### config.mk
export PLATFORM = sky130hd
export DESIGN_NAME = dvc_ctrl
export DESIGN_NICKNAME = d
export VERILOG_FILES = /design/src/rtl/dvc_pkg.sv /design/src/rtl/dvc_ctrl.sv
export VERILOG_INCLUDE_DIRS = /design/src /design/src/rtl
export SDC_FILE = /design/constraint.sdc
export NUM_CORES = 1
export LEC_CHECK = 0
export ABC_AREA = 1
export BUFFER_PORTS_ARGS = -buffer_cell sky130_fd_sc_hd__buf_2
export CORE_AREA = 8 8 45 47
export CTS_CLUSTER_SIZE = 20
export DETAILED_ROUTE_END_ITERATION = 12
export DIE_AREA = 0 0 53 55
export GPL_ROUTABILITY_DRIVEN = 0
export PLACE_DENSITY = 0.59
export SYNTH_ARGS = -nofsm -noshare
export SYNTH_HDL_FRONTEND = slang
export SYNTH_SLANG_ARGS = --single-unit
### constraint.sdc
create_clock -name clk -period 2 [get_ports clk]
set_input_delay 0.2 -clock clk [delete_from_list [all_inputs] [get_ports clk]]
set_output_delay 0.2 -clock clk [all_outputs]
set_load 0.01 [all_outputs]
### src/rtl/distinct_value_counter_defines.svh
// Assertion macros shared by the distinct value counter RTL.
`ifndef DISTINCT_VALUE_COUNTER_DEFINES_SVH
`define DISTINCT_VALUE_COUNTER_DEFINES_SVH

`ifndef SYNTHESIS
// Same-cycle implication, disabled during reset.
`define DVC_ASSERT_IMP(label, clk, rst, ante, cons) \
  label: assert property (@(posedge clk) disable iff (rst) (ante) |-> (cons)) \
    else $error("dvc assertion failed");
// Next-cycle implication, disabled during reset.
`define DVC_ASSERT_NEXT(label, clk, rst, ante, cons) \
  label: assert property (@(posedge clk) disable iff (rst) (ante) |=> (cons)) \
    else $error("dvc assertion failed");
`else
`define DVC_ASSERT_IMP(label, clk, rst, ante, cons)
`define DVC_ASSERT_NEXT(label, clk, rst, ante, cons)
`endif

`endif

### src/rtl/dvc_pkg.sv
// Types, constants and codes of the distinct value counter.
package dvc_pkg;

  localparam int MAX_CATEGORIES = 64;
  localparam int VALUE_BITS     = 64;
  localparam int COUNT_BITS     = 32;

  localparam int IDX_W   = $clog2(MAX_CATEGORIES);
  localparam int TOTAL_W = $clog2(MAX_CATEGORIES + 1);

  // Port widths of the channels
  localparam int REQ_W       = 2;
  localparam int IN_VALUE_W  = 64;
  localparam int IN_INDEX_W  = 6;
  localparam int OUT_INDEX_W = 6;
  localparam int OUT_COUNT_W = 32;
  localparam int OUT_VALUE_W = 64;
  localparam int OUT_TOTAL_W = 7;

  // Configuration port
  localparam int PADDR_W = 2;
  localparam int PDATA_W = 32;
  localparam logic [PADDR_W-1:0] ADDR_IS_ALPHA = '0;

  typedef enum logic [REQ_W-1:0] {
    REQ_UPDATE = 2'd0,
    REQ_FIND   = 2'd1,
    REQ_READ   = 2'd2
  } req_t;

  typedef enum logic [2:0] {
    S_IDLE,
    S_START,
    S_SCAN,
    S_RDWAIT,
    S_PUSH
  } state_t;

  typedef enum logic [2:0] {
    FIN_HOLD,
    FIN_EMPTY,
    FIN_HIT,
    FIN_MISS,
    FIN_READ
  } finish_t;

  typedef struct packed {
    logic    load;
    logic    scan_start;
    logic    scan_issue;
    logic    read_issue;
    finish_t finish;
    logic    push;
  } dvc_cmd_t;

  typedef struct packed {
    logic [REQ_W-1:0] req;
    logic             scan_more;
    logic             rd_live;
    logic             match;
    logic             index_ok;
  } dvc_sts_t;

  typedef struct packed {
    logic                  found;
    logic [IDX_W-1:0]      index;
    logic [COUNT_BITS-1:0] count;
    logic [VALUE_BITS-1:0] value;
    logic                  origin;
    logic [TOTAL_W-1:0]    total;
    logic                  overflow;
  } dvc_res_t;

endpackage

### src/rtl/dvc_ctrl.sv
// Controller: sequences accept, scan, read, finish and output hand-off.
`include "distinct_value_counter_defines.svh"

module dvc_ctrl (
  input  logic              clk,
  input  logic              rst,
  input  logic              in_valid,
  output logic              in_ready,
  output logic              out_valid,
  input  logic              out_ready,
  input  dvc_pkg::dvc_sts_t sts,
  output dvc_pkg::dvc_cmd_t cmd
);
  import dvc_pkg::*;

  state_t state;
  state_t state_next;
  logic   out_valid_next;
  logic   out_free;

  assign out_free = !out_valid || out_ready;

  always_ff @(posedge clk) begin
    if (rst) begin
      state     <= S_IDLE;
      out_valid <= 1'b0;
    end else begin
      state     <= state_next;
      out_valid <= out_valid_next;
    end
  end

  always_comb begin
    state_next = state;
    case (state)
      S_IDLE: begin
        if (in_valid) state_next = S_START;
      end
      S_START: begin
        if ((sts.req == REQ_UPDATE) || (sts.req == REQ_FIND)) begin
          state_next = S_SCAN;
        end else if ((sts.req == REQ_READ) && sts.index_ok) begin
          state_next = S_RDWAIT;
        end else begin
          state_next = S_PUSH;
        end
      end
      S_SCAN: begin
        if (sts.match || (!sts.scan_more && !sts.rd_live)) state_next = S_PUSH;
      end
      S_RDWAIT: begin
        state_next = S_PUSH;
      end
      S_PUSH: begin
        if (out_free) state_next = S_IDLE;
      end
      default: begin
        state_next = S_IDLE;
      end
    endcase
  end

  always_comb begin
    cmd            = '0;
    cmd.finish     = FIN_HOLD;
    in_ready       = 1'b0;
    out_valid_next = out_ready ? 1'b0 : out_valid;
    case (state)
      S_IDLE: begin
        in_ready = 1'b1;
        cmd.load = in_valid;
      end
      S_START: begin
        if ((sts.req == REQ_UPDATE) || (sts.req == REQ_FIND)) begin
          cmd.scan_start = 1'b1;
        end else if ((sts.req == REQ_READ) && sts.index_ok) begin
          cmd.read_issue = 1'b1;
        end else begin
          cmd.finish = FIN_EMPTY;
        end
      end
      S_SCAN: begin
        cmd.scan_issue = 1'b1;
        if (sts.match) begin
          cmd.finish = FIN_HIT;
        end else if (!sts.scan_more && !sts.rd_live) begin
          cmd.finish = FIN_MISS;
        end
      end
      S_RDWAIT: begin
        cmd.finish = FIN_READ;
      end
      S_PUSH: begin
        if (out_free) begin
          cmd.push       = 1'b1;
          out_valid_next = 1'b1;
        end
      end
      default: begin
        cmd = '0;
      end
    endcase
  end

  `DVC_ASSERT_NEXT(a_accept_starts, clk, rst, in_valid && in_ready, state == S_START)
  `DVC_ASSERT_NEXT(a_push_shows, clk, rst, cmd.push, out_valid && (state == S_IDLE))
  `DVC_ASSERT_IMP(a_push_when_free, clk, rst, cmd.push, !out_valid || out_ready)

endmodule

==> flow_metrics.env <==
export IMPL_synth_area_leaders="dfxtp_1 (27%), nor2_1 (16%), inv_1 (13%), nor2_2 (10%), nand2_1 (7.5%)"
export IMPL_cts_root_buf="clkbuf_4"
export IMPL_finalWirelength_um=792
export IMPL_syn_area_sq_um=300.3
export IMPL_grt_max_degree=5
export IMPL_setup_slack_ps=627.7
export IMPL_viasPerCell=3.977
export IMPL_yosysWarnings=0
export IMPL_r2r_setup_slack_ps=950
export IMPL_wl_per_cell_um=9.000
export IMPL_grt_pass1_vias=360
export IMPL_grt_overflow=0
export IMPL_num_vias=350
export IMPL_crit_chain="nand3_2 -> o41ai_1 -> buf_2"
export IMPL_syn_inst=50
export IMPL_hold_class="primary input to flip-flop"
export IMPL_area_growth_synth_to_final_pct=45.83
export IMPL_finClkSkew_ps=5.302
export IMPL_synth_nets=60
export IMPL_io_pin_count=20
export IMPL_endpoint_kind="output pin"
export IMPL_cts_made_buffers=3
export IMPL_cts_resized=0
export IMPL_status="finished, final reports clean"
export IMPL_cp_required_ps=1800
export IMPL_reg2regPathDepth=5
export IMPL_insertion_delay_ps=230
export IMPL_hpwl_um=706.4
export IMPL_h_tree_depth=1
export IMPL_synth_top_area_frac=0.2667
export IMPL_ir_worst_vdd_mv=0.2215
export IMPL_diodes=0
export IMPL_cts_sinks=4
export IMPL_multiInputGateArea_sq_um=175.2
export IMPL_place_ws_ps=861.1
export IMPL_grt_pass1_wl_um=1242
export IMPL_synth_cell_type_count=13
export IMPL_rsz0062_at_grt="no"
export IMPL_fin_area_sq_um=437.9
export IMPL_worstSetupStartpoint="state[1]$_SDFFE_PP0P_"
export IMPL_seqCellArea_sq_um=80.08
export IMPL_nFillCells=169
export IMPL_drt_pass1_iterations=2
export IMPL_p_per_area_mw_per_mm2=698.7
export IMPL_min_period_ps=1372
export IMPL_drv_cap=0
export IMPL_die_h_um=55
export IMPL_grtUsageTotal=0.05895
export IMPL_arrival_ps=1170
export IMPL_clkTransAtPathRegs_ps=40
export IMPL_syn_area_per_cell_sq_um=6.006
export IMPL_crit_path_end="cmd[1]"
export IMPL_leakage_nw=0.2462
export IMPL_worst_pin_slew_ps=236.8
export IMPL_drt_initial_drc_count=5
export IMPL_timing_final_hold_violations=0
export IMPL_regToRegStartpoint="state[1]$_SDFFE_PP0P_"
export IMPL_clk_path_buf_depth=2
export IMPL_path_depth=3
export IMPL_cp_slowest_cell="dfxtp_1"
export IMPL_critPathMaxFanout=4
export IMPL_row_count=14
export IMPL_holdBufCountCts=0
export IMPL_seq_area_frac_synth=0.2667
export IMPL_die_w_um=53
export IMPL_cp_start_kind="flip-flop"
export IMPL_drc_errors=0
export IMPL_core_sq_mm=0.001384
export IMPL_slew_violations=0
export IMPL_dieArea_sq_mm=0.002915
export IMPL_antenna_found_initial=0
export IMPL_cp_num_buf_inv=1
export IMPL_r2r_end="state[2]$_SDFFE_PP0P_"
export IMPL_cts_tree="done"
export IMPL_crit_family="flip-flops"
export IMPL_drive_gt1_frac=0.4583
export IMPL_period_share=0.6861
export IMPL_yosys_area_top_type="dfxtp_1"
export IMPL_nNetsFinal=84
export IMPL_initial_core_util=0.2170
export IMPL_critPathKind="flip-flop to output pin"
export IMPL_setup_viol_count_final=0
export IMPL_synth_seq_cells=4
export IMPL_placed_cell_area_sq_um=415.4
export IMPL_tns_ps=0
export IMPL_max_freq_mhz=728.7
export IMPL_portBuffers=19
export IMPL_post_cts_buffers=0
export IMPL_antenna_left=0
export IMPL_slowest_delay_ps=400
export IMPL_maxSlewHeadroom=0.8401
-- state kept, by name, summed over array words and instances, names as in the netlist --
name	cells
out_valid	1
state	3
-- logic make-up after synthesis --
family,synth area share
AND/OR/NAND/NOR,0.4792
buffers and inverters,0.1500
AO/OA/AOI/OAI,0.1042
flip-flops,0.2667
-- per-layer routing --
layer	vias to the layer above	routed length (um)	part of all wire	track usage
li1	198	-	-	-
met1	142	275	0.35	0.03939
met2	10	409	0.52	0.1113
met3	0	107	0.14	0.02674
met4	0	0	0	0.06466
met5	-	0	0	0
-- layout make-up --
| cell class | instances | share of cell area |
|---|---|---|
| Clock buffer | 3 | 0.05143 |
| Inverter | 12 | 0.1029 |
| Multi-Input combinational cell | 34 | 0.4000 |
| Sequential cell | 4 | 0.1829 |
| Tap cell | 16 | 0.04571 |
| Timing Repair Buffer | 19 | 0.2171 |
-- cells in the final DEF, fill, tap and decap left out, types with 2 or more instances in the layout --
cell type / Yosys / routed
a21oi_1: 3 / 3
inv_1: 10 / 10
nand2_1: 6 / 6
inv_2: 2 / 2
buf_2: 0 / 19
nor2_2: 5 / 5
nand3_2: 2 / 2
clkbuf_4: 0 / 3
nor2_1: 13 / 13
dfxtp_1: 4 / 4
-- through the flow --
step,util,hold slack [ps],instances,power (mW)
CTS,0.3165,162.0,88,0.3150
detailed placement,0.3002,415.3,85,0.2090
global route,0.3165,174.3,88,0.3336
global placement,0.3002,424.9,85,0.2091
floorplan,-,269.1,50,0.1700
finish,0.3165,169.8,88,0.3060
-- how the worst min path moves through the flow --
stage / from / to / slack, ps / depth (start not counted)
2_1_floorplan: rst / out_valid$_SDFF_PP0_ / 270 / 1
3_3_place_gp: rst / state[0]$_SDFFE_PP0P_ / 420 / 2
5_1_grt: rst / state[0]$_SDFFE_PP0P_ / 170 / 2
3_5_place_dp: rst / state[0]$_SDFFE_PP0P_ / 420 / 2
6_report: rst / state[0]$_SDFFE_PP0P_ / 170 / 2
4_1_cts: rst / state[0]$_SDFFE_PP0P_ / 160 / 2
-- where the power goes --
| part | leakage, nW | internal, mW | switching (mW) |
|---|---|---|---|
| Sequential | 0.0327 | 0.0879 | 0.00913 |
| Combinational | 0.200 | 0.0451 | 0.0633 |
| Clock | 0.0138 | 0.0672 | 0.0334 |
| Total | 0.246 | 0.200 | 0.106 |
-- cells in the mapped netlist (all sizes together) --
master	count
dfxtp	4
nand3	3
inv	12
nand2	7
nor2	18
o21bai	1
nor3	1
o41ai	1
a21oi	3
Note: power is estimated with default switching activity, not from simulation.
